$ cat src/rtl/core/bpdp_pkg.sv
// Shared types and constants of the bit-plane popcount dot product block.
package bpdp_pkg;

  localparam int WORD_W      = 64;
  localparam int BYTES_W     = WORD_W / 8;
  localparam int PLANE_PORTS = 8;
  localparam int CNT_W       = 7;
  localparam int DIM_W       = 13;
  localparam int QB_W        = 4;
  localparam int NB_W        = DIM_W - 2;
  localparam int NW_W        = DIM_W - 5;
  localparam int SUM_W       = 21;
  localparam int OUT_W       = 20;
  localparam int CFG_IDX_W   = 2;
  localparam int CFG_DATA_W  = 13;
  localparam int QUEUE_DEPTH = 2;
  localparam int PTR_W       = $clog2(QUEUE_DEPTH);
  localparam int QCNT_W      = $clog2(QUEUE_DEPTH + 1);

  localparam logic [DIM_W-1:0] DIM_RESET = DIM_W'(64);
  localparam logic [QB_W-1:0]  QB_RESET  = QB_W'(1);

  typedef enum logic [CFG_IDX_W-1:0] {
    CFG_DIM        = 2'd0,
    CFG_QUERY_BITS = 2'd1
  } bpdp_cfg_e;

  typedef struct packed {
    logic full;
    logic valid;
  } bpdp_qstat_t;

  typedef logic [PLANE_PORTS-1:0][WORD_W-1:0] bpdp_planes_t;

  function automatic logic [CNT_W-1:0] popcount(input logic [WORD_W-1:0] v);
    logic [CNT_W-1:0] lvl [WORD_W];
    for (int i = 0; i < WORD_W; i++) begin
      lvl[i] = CNT_W'(v[i]);
    end
    for (int s = 1; s < WORD_W; s = s * 2) begin
      for (int i = 0; i < WORD_W; i = i + 2 * s) begin
        lvl[i] = lvl[i] + lvl[i+s];
      end
    end
    return lvl[0];
  endfunction

endpackage

$ cat src/rtl/core/bpdp_front.sv
// Front end: word counting, trailing byte mask and per-plane popcounts.
module bpdp_front #(
  parameter int MAX_DIM = 4096,
  parameter int PLANES  = 8
) (
  input  logic                              clk_i,
  input  logic                              rst_ni,
  input  logic                              in_valid_i,
  input  logic [bpdp_pkg::WORD_W-1:0]       code_word_i,
  input  bpdp_pkg::bpdp_planes_t            planes_i,
  input  logic [bpdp_pkg::DIM_W-1:0]        dim_i,
  input  logic [bpdp_pkg::QB_W-1:0]         query_bits_i,
  input  bpdp_pkg::bpdp_qstat_t             qstat_i,
  output logic                              push_o,
  output logic [PLANES*bpdp_pkg::CNT_W:0]   push_data_o
);

  localparam int MAX_WORDS = (MAX_DIM + 63) / 64;
  localparam int WIDX_W    = (MAX_WORDS > 1) ? $clog2(MAX_WORDS) : 1;
  localparam int CMP_W     = (WIDX_W + 4 > 12) ? WIDX_W + 4 : 12;
  localparam int DW        = bpdp_pkg::DIM_W;

  logic [WIDX_W-1:0]              widx_q, widx_d;
  logic [DW-1:0]                  eff_dim;
  logic [DW:0]                    dim_b, dim_w;
  logic [bpdp_pkg::NB_W-1:0]      nbytes;
  logic [bpdp_pkg::NW_W-1:0]      nwords;
  logic [CMP_W-1:0]               first_byte;
  logic [bpdp_pkg::WORD_W-1:0]    code_m;
  logic                           last;
  logic                           accept;
  logic                           planes_ok;

  always_comb begin
    eff_dim = dim_i;
    if (dim_i == '0) begin
      eff_dim = DW'(1);
    end
    if (32'(dim_i) > MAX_DIM) begin
      eff_dim = DW'(MAX_DIM);
    end
    dim_b  = {1'b0, eff_dim} + (DW+1)'(7);
    dim_w  = {1'b0, eff_dim} + (DW+1)'(63);
    nbytes = dim_b[DW:3];
    nwords = dim_w[DW:6];
  end

  assign first_byte = CMP_W'(widx_q) << 3;
  assign last       = (CMP_W'(widx_q) + CMP_W'(1)) >= CMP_W'(nwords);
  assign accept     = in_valid_i && !qstat_i.full;
  assign planes_ok  = 32'(query_bits_i) <= PLANES;

  always_comb begin
    for (int k = 0; k < bpdp_pkg::BYTES_W; k++) begin
      code_m[k*8 +: 8] = (CMP_W'(nbytes) > first_byte + CMP_W'(k)) ?
                         code_word_i[k*8 +: 8] : 8'h00;
    end
  end

  always_comb begin
    push_data_o[PLANES*bpdp_pkg::CNT_W] = last;
    for (int j = 0; j < PLANES; j++) begin
      push_data_o[j*bpdp_pkg::CNT_W +: bpdp_pkg::CNT_W] =
        (planes_ok && (32'(query_bits_i) > j)) ?
        bpdp_pkg::popcount(code_m & planes_i[j]) : '0;
    end
  end

  assign push_o = accept;
  assign widx_d = last ? '0 : widx_q + WIDX_W'(1);

  always_ff @(posedge clk_i or negedge rst_ni) begin
    if (!rst_ni) begin
      widx_q <= '0;
    end else if (accept) begin
      widx_q <= widx_d;
    end
  end

  a_last_restarts: assert property (@(posedge clk_i) disable iff (!rst_ni)
    accept && last |=> widx_q == '0)
    else $error("word index did not restart after last word");

endmodule

$ cat src/rtl/core/bpdp_queue.sv
// Two-entry queue between front and back ends.
module bpdp_queue #(
  parameter int WIDTH = 57
) (
  input  logic                  clk_i,
  input  logic                  rst_ni,
  input  logic                  push_i,
  input  logic [WIDTH-1:0]      push_data_i,
  input  logic                  pop_i,
  output bpdp_pkg::bpdp_qstat_t qstat_o,
  output logic [WIDTH-1:0]      pop_data_o
);

  logic [WIDTH-1:0]                  mem_q [bpdp_pkg::QUEUE_DEPTH];
  logic [bpdp_pkg::PTR_W-1:0]        wr_ptr_q, rd_ptr_q;
  logic [bpdp_pkg::QCNT_W-1:0]       count_q, count_d;

  assign qstat_o.full  = count_q == bpdp_pkg::QCNT_W'(bpdp_pkg::QUEUE_DEPTH);
  assign qstat_o.valid = count_q != '0;
  assign pop_data_o    = mem_q[rd_ptr_q];

  always_comb begin
    count_d = count_q;
    if (push_i && !pop_i) begin
      count_d = count_q + bpdp_pkg::QCNT_W'(1);
    end else if (pop_i && !push_i) begin
      count_d = count_q - bpdp_pkg::QCNT_W'(1);
    end
  end

  always_ff @(posedge clk_i) begin
    if (push_i) begin
      mem_q[wr_ptr_q] <= push_data_i;
    end
  end

  always_ff @(posedge clk_i or negedge rst_ni) begin
    if (!rst_ni) begin
      wr_ptr_q <= '0;
      rd_ptr_q <= '0;
      count_q  <= '0;
    end else begin
      count_q <= count_d;
      if (push_i) begin
        wr_ptr_q <= wr_ptr_q + bpdp_pkg::PTR_W'(1);
      end
      if (pop_i) begin
        rd_ptr_q <= rd_ptr_q + bpdp_pkg::PTR_W'(1);
      end
    end
  end

  a_no_overflow: assert property (@(posedge clk_i) disable iff (!rst_ni)
    count_q <= bpdp_pkg::QCNT_W'(bpdp_pkg::QUEUE_DEPTH))
    else $error("queue overflow");

  a_no_underflow: assert property (@(posedge clk_i) disable iff (!rst_ni)
    pop_i |-> count_q != '0)
    else $error("pop from empty queue");

endmodule

$ cat src/rtl/core/bpdp_back.sv
// Back end: weighted sum of plane counts, accumulation and result register.
module bpdp_back #(
  parameter int PLANES = 8
) (
  input  logic                             clk_i,
  input  logic                             rst_ni,
  input  bpdp_pkg::bpdp_qstat_t            qstat_i,
  input  logic [PLANES*bpdp_pkg::CNT_W:0]  q_data_i,
  output logic                             pop_o,
  output logic                             out_valid_o,
  input  logic                             out_stall_i,
  output logic [bpdp_pkg::OUT_W-1:0]       dot_product_o
);

  localparam int ADD_W = bpdp_pkg::CNT_W + PLANES;

  logic [ADD_W-1:0]               add;
  logic [bpdp_pkg::SUM_W-1:0]     sum_q, sum_d, total;
  logic [bpdp_pkg::OUT_W-1:0]     out_q;
  logic                           out_valid_q, out_valid_d;
  logic                           last;
  logic                           out_free;

  assign last     = q_data_i[PLANES*bpdp_pkg::CNT_W];
  assign out_free = !out_valid_q || !out_stall_i;
  assign pop_o    = qstat_i.valid && (!last || out_free);

  always_comb begin
    add = '0;
    for (int j = 0; j < PLANES; j++) begin
      add = add + (ADD_W'(q_data_i[j*bpdp_pkg::CNT_W +: bpdp_pkg::CNT_W]) << j);
    end
  end

  assign total = sum_q + bpdp_pkg::SUM_W'(add);

  always_comb begin
    sum_d       = sum_q;
    out_valid_d = out_valid_q && out_stall_i;
    if (pop_o) begin
      sum_d = last ? '0 : total;
      if (last) begin
        out_valid_d = 1'b1;
      end
    end
  end

  always_ff @(posedge clk_i) begin
    if (pop_o && last) begin
      out_q <= total[bpdp_pkg::OUT_W-1:0];
    end
  end

  always_ff @(posedge clk_i or negedge rst_ni) begin
    if (!rst_ni) begin
      sum_q       <= '0;
      out_valid_q <= 1'b0;
    end else begin
      sum_q       <= sum_d;
      out_valid_q <= out_valid_d;
    end
  end

  assign out_valid_o   = out_valid_q;
  assign dot_product_o = out_q;

  a_last_sets_out: assert property (@(posedge clk_i) disable iff (!rst_ni)
    pop_o && last |=> out_valid_q && sum_q == '0)
    else $error("last word did not produce a result");

  a_no_pop_over_result: assert property (@(posedge clk_i) disable iff (!rst_ni)
    pop_o && last && out_valid_q |-> !out_stall_i)
    else $error("result overwritten while stalled");

endmodule

$ cat src/rtl/core/bitplane_popcount_dot_product_top.sv
// Top level of the bit-plane popcount dot product: config registers and wiring.
// Throughput: one word per cycle while in_stall_o is low, one result per vector
// of ceil(dim/64) words. A last word passes the queue register, then the result
// register, to reach dot_product_o; a stalled earlier result keeps it queued.
// Reset clears the word counter, running sum, queue and result valid; dim
// returns to 64 and query_bits to 1. No clearing pass is needed.
module bitplane_popcount_dot_product_top #(
  parameter int MAX_DIM = 4096,
  parameter int PLANES  = 8
) (
  input  logic                                clk_i,
  input  logic                                rst_ni,
  input  logic                                in_valid_i,
  output logic                                in_stall_o,
  input  logic [bpdp_pkg::WORD_W-1:0]         code_word_i,
  input  logic [bpdp_pkg::WORD_W-1:0]         plane_0_i,
  input  logic [bpdp_pkg::WORD_W-1:0]         plane_1_i,
  input  logic [bpdp_pkg::WORD_W-1:0]         plane_2_i,
  input  logic [bpdp_pkg::WORD_W-1:0]         plane_3_i,
  input  logic [bpdp_pkg::WORD_W-1:0]         plane_4_i,
  input  logic [bpdp_pkg::WORD_W-1:0]         plane_5_i,
  input  logic [bpdp_pkg::WORD_W-1:0]         plane_6_i,
  input  logic [bpdp_pkg::WORD_W-1:0]         plane_7_i,
  output logic                                out_valid_o,
  input  logic                                out_stall_i,
  output logic [bpdp_pkg::OUT_W-1:0]          dot_product_o,
  input  logic                                cfg_valid_i,
  output logic                                cfg_ready_o,
  input  logic [bpdp_pkg::CFG_IDX_W-1:0]      cfg_index_i,
  input  logic [bpdp_pkg::CFG_DATA_W-1:0]     cfg_data_i
);

  localparam int QW = PLANES * bpdp_pkg::CNT_W + 1;

  logic [bpdp_pkg::DIM_W-1:0]  dim_q;
  logic [bpdp_pkg::QB_W-1:0]   qbits_q;
  bpdp_pkg::bpdp_planes_t      planes;
  bpdp_pkg::bpdp_qstat_t       qstat;
  logic                        push, pop;
  logic [QW-1:0]               push_data, pop_data;

  assign planes = {plane_7_i, plane_6_i, plane_5_i, plane_4_i,
                   plane_3_i, plane_2_i, plane_1_i, plane_0_i};
  assign cfg_ready_o = 1'b1;
  assign in_stall_o  = qstat.full;

  always_ff @(posedge clk_i or negedge rst_ni) begin
    if (!rst_ni) begin
      dim_q   <= bpdp_pkg::DIM_RESET;
      qbits_q <= bpdp_pkg::QB_RESET;
    end else if (cfg_valid_i && cfg_ready_o) begin
      case (bpdp_pkg::bpdp_cfg_e'(cfg_index_i))
        bpdp_pkg::CFG_DIM: begin
          dim_q <= cfg_data_i[bpdp_pkg::DIM_W-1:0];
        end
        bpdp_pkg::CFG_QUERY_BITS: begin
          qbits_q <= cfg_data_i[bpdp_pkg::QB_W-1:0];
        end
        default: begin
        end
      endcase
    end
  end

  bpdp_front #(
    .MAX_DIM (MAX_DIM),
    .PLANES  (PLANES)
  ) u_front (
    .clk_i        (clk_i),
    .rst_ni       (rst_ni),
    .in_valid_i   (in_valid_i),
    .code_word_i  (code_word_i),
    .planes_i     (planes),
    .dim_i        (dim_q),
    .query_bits_i (qbits_q),
    .qstat_i      (qstat),
    .push_o       (push),
    .push_data_o  (push_data)
  );

  bpdp_queue #(
    .WIDTH (QW)
  ) u_queue (
    .clk_i       (clk_i),
    .rst_ni      (rst_ni),
    .push_i      (push),
    .push_data_i (push_data),
    .pop_i       (pop),
    .qstat_o     (qstat),
    .pop_data_o  (pop_data)
  );

  bpdp_back #(
    .PLANES (PLANES)
  ) u_back (
    .clk_i         (clk_i),
    .rst_ni        (rst_ni),
    .qstat_i       (qstat),
    .q_data_i      (pop_data),
    .pop_o         (pop),
    .out_valid_o   (out_valid_o),
    .out_stall_i   (out_stall_i),
    .dot_product_o (dot_product_o)
  );

endmodule
$ cat config.mk
export PLATFORM = sky130hd
export DESIGN_NAME = bitplane_popcount_dot_product_top
export DESIGN_NICKNAME = d
export VERILOG_FILES = /design/src/rtl/core/bpdp_pkg.sv /design/src/rtl/core/bpdp_front.sv /design/src/rtl/core/bpdp_queue.sv /design/src/rtl/core/bpdp_back.sv /design/src/rtl/core/bitplane_popcount_dot_product_top.sv
export SDC_FILE = /design/constraint.sdc
export NUM_CORES = 1
export LEC_CHECK = 0
export BUFFER_PORTS_ARGS = -buffer_cell sky130_fd_sc_hd__clkbuf_2
export CORE_MARGIN = 4
export CORE_UTILIZATION = 45
export CTS_CLUSTER_DIAMETER = 200
export DETAILED_ROUTE_END_ITERATION = 10
export HOLD_SLACK_MARGIN = 0.1
export PLACE_DENSITY = 0.67
export SYNTH_ARGS = -nofsm -noshare
export SYNTH_HDL_FRONTEND = slang
export SYNTH_HIERARCHICAL = 1
export SYNTH_SLANG_ARGS = --single-unit
$ cat constraint.sdc
create_clock -name clk_i -period 9 [get_ports clk_i]
set_input_delay 0.45 -clock clk_i [delete_from_list [all_inputs] [get_ports clk_i]]
set_output_delay 0.45 -clock clk_i [all_outputs]
set_load 0.02 [all_outputs]
After elaboration in Yosys (flattened, before gate mapping)
Memory sizes are Yosys's and may differ from the RTL's.
Cells that the tools add are included.

operators by class
  bitwise operators = 8
  muxes and demuxes = 26
  magnitude comparators = 19
  equality and inequality tests = 2
  add/sub/neg operators = 527
  reductions and logical operators = 28

operators with widths
  kind                                                                             count
  7-bit adder                                                                      248
  1-bit by 1-bit adder with 2-bit output                                           256
  64-bit AND                                                                       8
  11-bit by 12-bit greater-than comparator with 1-bit output                       7
  8-bit 2-to-1 mux                                                                 8
  7-bit 2-to-1 mux                                                                 8
  9-bit by 3-bit adder with 10-bit output, second input constant                   4
  13-bit 2-to-1 mux                                                                2
  21-bit by 15-bit adder with 21-bit output                                        1
  21-bit 2-to-1 mux                                                                1
  9-bit by 2-bit adder with 10-bit output, second input constant                   2
  4-bit by 3-bit greater-than comparator with 1-bit output, second input constant  4
  15-bit by 10-bit adder with 15-bit output                                        1
  15-bit by 11-bit adder with 15-bit output                                        1
  15-bit by 12-bit adder with 15-bit output                                        1
  15-bit by 13-bit adder with 15-bit output                                        1
  15-bit by 14-bit adder with 15-bit output                                        1
  15-bit by 9-bit adder with 15-bit output                                         1
  13-bit by 3-bit adder with 14-bit output, second input constant                  1
  13-bit by 6-bit adder with 14-bit output, second input constant                  1
  1-bit logical AND                                                                14
  13-bit greater-than comparator, second input constant                            1
  13-bit logical NOT                                                               1
  12-bit by 8-bit greater-or-equal comparator with 1-bit output                    1
  21 further kinds                                                                 36

word-level totals
  input port bits = 596
  bits in registers = 69
  word-level logic and storage cells = 620
  bits in writable memories = 114
  memories = 1

memory list
  name           words  width  read ports  clocked after Yosys merged registers in  wr ports  RTL line          source
  u_queue.mem_q  2      57     1           0                                        1         bpdp_queue.sv:14  logic [WIDTH-1:0] mem_q [bpdp_pkg::QUEUE_DEPTH];

Logic depth before layout (Yosys ltp)
  depth in word-level cells = 14
  mapped depth = 35

By module
Netlist, hierarchy kept.

modules (own cells, without submodules)
  module                             area an instance (um^2)  seq. area each (um^2)  times used  cells each
  bpdp_front                         18711.7                  150.1                  1           2098
  bpdp_queue                         4377.9                   3523.4                 1           193
  bpdp_back                          3633.5                   1126.1                 1           341
  bitplane_popcount_dot_product_top  668.1                    427.9                  1           39

Worst setup path before layout
Ideal clock, no wire load.

  kind = reg2reg
  start = reg dim_q[2] (netlist name)
  end = mem u_queue.mem_q[0][54] (data pin)
  slack = 136 ps
  path buffers = 2
  data arrival time = 8603 ps
  cell stages (with the launch flop) = 33
  setup time = 261 ps
  period minus slack after synthesis = 8864 ps
  required time = 8739 ps
  cells stage by stage = dfrtp_1 > or3_4 > and3_1 > buf_2 > nand2_1 > or3_1 > a21oi_1 > ha_1 > nand2_1 > nor4b_1 > nand2_1 > o2111ai_2 > clkbuf_1 > nand4_1 > fa_1 > inv_1 > fa_1 > fa_1 > inv_1 > fa_1 > inv_1 > fa_1 > fa_1 > fa_1 > inv_1 > fa_1 > inv_1 > ha_1 > a21o_1 > a21o_1 > a21oi_1 > mux2i_1 > nand2_1

between the ends
  cells in the longest elaborated chain, start to end = 14

RTL lines
  what                                                                                                                                            RTL line                                 source
  start: declaration                                                                                                                              bitplane_popcount_dot_product_top.sv:35  logic [bpdp_pkg::DIM_W-1:0] dim_q;
  start signal: assignment                                                                                                                        bitplane_popcount_dot_product_top.sv:49  dim_q <= bpdp_pkg::DIM_RESET;
  start signal: assignment                                                                                                                        bitplane_popcount_dot_product_top.sv:54  dim_q <= cfg_data_i[bpdp_pkg::DIM_W-1:0];
  branches (longest 2 deep; another with 13-bit greater-than comparator)                                                                          n/a
  13-bit 2-to-1 mux *                                                                                                                             bpdp_front.sv:39                         if (32'(dim_i) > MAX_DIM) begin
  13-bit by 3-bit adder with 14-bit output *                                                                                                      bpdp_front.sv:42                         dim_b = {1'b0, eff_dim} + (DW+1)'(7);
  11-bit by 12-bit greater-than comparator with 1-bit output / 11-bit by 9-bit greater-than comparator with 1-bit output (equally long branches)  bpdp_front.sv:55                         code_m[k*8 +: 8] = (CMP_W'(nbytes) > first_byte + CMP_W'(k)) ?
  8-bit 2-to-1 mux                                                                                                                                bpdp_front.sv:55
  64-bit AND *                                                                                                                                    bpdp_front.sv:65                         bpdp_pkg::popcount(code_m & planes_i[j]) : '0;
  1-bit by 1-bit adder with 2-bit output                                                                                                          bpdp_pkg.sv:42                           lvl[i] = lvl[i] + lvl[i+s];
  7-bit adder (4 in a row)                                                                                                                        bpdp_pkg.sv:42
  7-bit adder *                                                                                                                                   bpdp_pkg.sv:42
  7-bit 2-to-1 mux *                                                                                                                              bpdp_front.sv:64                         (planes_ok && (32'(query_bits_i) > j)) ?
  named net push_data[54]                                                                                                                         bitplane_popcount_dot_product_top.sv:40  logic [QW-1:0] push_data, pop_data;
  end: declaration                                                                                                                                bpdp_queue.sv:14

Mark *: on every way through the listed nets, which the timed path passes.

Worst setup path after layout
  start = reg dim_q[5] (netlist name)
  end = mem u_queue.mem_q[0][18] (data pin)

Same word-level chain as after synthesis.

==> results.md <==
* TritonCTS Buffers at 17
* Fmax at 110 MHz
* Vias in the first global route at around 24000
* Status: finished with violations
* Async SR Flop Fraction at 26.4%
* Slew Limit Fails at 0
* DIE HEIGHT at ~250 um
* Slowest cell on crit path: fa_2
* Crit path arrival time at just over 9000 ps
* Syn Nets at between 3000 and 4000
* Drt pass-1 iters at 5
* Total GRT Usage at a little over a third
* Synth warn at 6
* Placed cell count at 4067
* Skew final at 13.2 ps
* Most common cell after layout, fill and taps aside: clkbuf_2
* DIE AREA at ~0.065 mm2
* Yosys top cell area share at 34.7%
* Nets at between 4000 and 5000
* Fill cells at about 5400
* TritonCTS clock tree: done
* Port Buf Inserts at roughly 620
* Number of synthesized flops with an enable pin at 134
* Maximum fanout along the worst path at 5
* Worst Setup End Kind: flop
* Core area at 0.0604 mm2
* Crit path kind: reg -> reg
* Top FF cell, synth: edfxtp_1
* # DRC at 0
* Starting density of the core at between 40 and 50%
* Initial antenna violation count at 10
* Setup violations, final at 2
* Placer's final routability congestion estimate at ~1.1
* Syn Inst Count at ~2700
* RSZ-0062 raised after global routing: true
* Hold-fix buffers at CTS at 0
* Clock root buffer master: clkbuf_16
* Critical Path Max Stage Delay at around 660 ps
* Die X at around 250 um
* Post-DP HPWL at ~100 mm
* Footprint of the multi-input gates at between 0.02 and 0.025 mm2
* Vias/cell at slightly below 6
* Crit share post-route at 101%
* Most frequent cell on the critical path: fa_1
* CP startpoint kind: flop
* Seq/Total Area, Yosys at a little under a fifth
* Worst r2r path cells at 33
* Area grow syn2layout at 24.7%
* Fin cells at roughly 4200
* Clk Latency, worst-skew pair at 450 ps
* Top area cells in the synthesized netlist: fa_1 (35%), edfxtp_1 (15%), ha_1 (8.0%)
* Global-route wire length before repair at around 160 mm
* Via Count at ~24000
* Cell row count at 90
* Endpoints failing hold at 0
* HP Class: in -> async
* Share of layout cells above drive strength 1 at around 34%
* Num ports at just over 600
* H-tree levels at 4
* Commonest non-fill, non-tap cells in the layout: clkbuf_2 (617), inv_1 (452), fa_1 (399)
* Worst slew pin tran at ~1400 ps
* Slew margin rel. at 5.92%
* Drt initial violations at approximately 2800
* Post-Route WL at about 120 mm
* WL/cell at ~29 um
* Setup slack after layout at -59.3 ps
* Avg Cell Area, Syn at approximately 10 um2
* Clock Pin Slew Worst Setup and Hold Paths at roughly 70 ps
* Violated checks: negative setup slack
* MaxCap Viol Count at 0
* Clock Sinks at about 180
* Minimum clock period at around 9000 ps
* Pin count of the biggest net entering global routing at 59
* Remaining antenna violation count after routing at 0
* Count of different cell masters after synthesis at 79
* Global route total overflow at 0
* CTS max path bufs at 2
* Area leader, netlist: fa_1
* Synth Cell Area at around 0.027 mm2
* Register area at around 0.0052 mm2
* Synth Register Bits at between 150 and 200
* Required @ worst endpoint at 9210 ps
==> logic make-up (layout without fill, tap and decap cells) <==
family / Yosys count / count (layout) / share of synthesized area [%]
adders and majority gates: 652 / 652 / 42.8
xor gates and xnor gates: 50 / 50 / 1.63
buffers and inverters: 642 / 1336 / 9.40
DFF: 182 / 182 / 19.1
other: 1 / 12 / 0.0137
and+or+nand+nor: 769 / 769 / 15.9
muxes: 77 / 77 / 3.43
AOI/OAI and AO/OA: 298 / 301 / 7.76
==> synth_stat cells (13+ instances only) <==
cell type	instances
a21o_1	24
a21oi_1	80
and3_1	110
and4_1	57
buf_1	30
buf_2	44
buf_6	13
clkbuf_1	69
dfrtp_1	46
edfxtp_1	134
fa_1	475
ha_1	176
inv_1	481
mux2_2	54
mux2_4	20
nand2_1	146
nand3_1	143
nand4_1	140
nor2_1	45
nor2b_1	27
nor3_1	26
nor3b_1	38
o211ai_1	37
o21ai_0	28
o31a_1	56
xnor2_1	21
xor2_1	28
==> sequential cells by signal, indices dropped and copies added (netlist names) <==
signal and count:
dim_q 13, qbits_q 4, u_back/dot_product_o 20, u_back/out_valid_o 1
u_back/sum_q 20, u_front/widx_q 6, u_queue/count_q 2, u_queue/mem_q 114
u_queue/rd_ptr_q 1, u_queue/wr_ptr_q 1
==> final timing paths <==
check / start / endpoint / slack, ps
setup / recovery: dim_q[5]$_DFFE_PN0P_ / u_queue/mem_q[0][18]$_DFFE_PP_ / -60
hold / removal: rst_ni / dim_q[10]$_DFFE_PN0P_ / 130
setup reg to reg: dim_q[5]$_DFFE_PN0P_ / u_queue/mem_q[0][18]$_DFFE_PP_ / -60
hold reg to reg: u_queue/count_q[1]$_DFFE_PN0P_ / u_queue/count_q[1]$_DFFE_PN0P_ / 490
max in group asynchronous: rst_ni / u_queue/rd_ptr_q$_DFFE_PN0P_ / 8370
min in group clk_i: cfg_data_i[8] / dim_q[8]$_DFFE_PN0P_ / 230
==> per-stage QoR <==
step / TNS [ps] / hold WS [ps] / cell area [um2] / utilization [%] / setup WS (ps)
floorplan: 0 / 154 / 27400 / - / 136
global placement: -66.1 / 456 / 32200 / 53.3 / -33.1
detailed placement: -988 / 468 / 32200 / 53.3 / -101
CTS: 0 / 141 / 32800 / 54.4 / 12.1
global route: -6390 / 178 / 34100 / 56.6 / -261
finish: -118 / 135 / 34200 / 56.6 / -59.3
==> worst max-delay path, delay by kind of cell (launching register included) <==
kind                       cells  cell delay, ps
DFF                            1             430
adders and majority gates     11            4990
buffers and inverters          8             920
and+or+nand+nor                9            1470
AOI/OAI and AO/OA              5             990
==> metal layers <==
metal / global-route usage, % / wire length, um / share of wire (%)
met5: 0 / 53 / 0.044
met4: 20.3 / 9350 / 7.8
met3: 6.28 / 11000 / 9.2
met2: 56.1 / 55900 / 47
met1: 44.3 / 43300 / 36
==> layout make-up <==
cell class                 count  share of cell area (%)
sequential                   182                    15.3
inverter                     483                    5.31
clock inverter                12                   0.304
timing repair buffer         821                    15.1
multi-input combinational   1850                    59.7
antenna                       11                  0.0806
tap                          782                    2.86
clock buffer                  20                    1.31
==> timing repair <==
item                                    4_1_cts  5_1_grt
pin swaps                                     7      161
endpoints found under the setup margin       46       92
cloned                                        1       12
gates resized for setup                      20      222
setup buffers                                 1       40
Power is left out: the tool's default activity adds up to more than one toggle a clock period on the data nets, which glitch-free logic cannot reach.
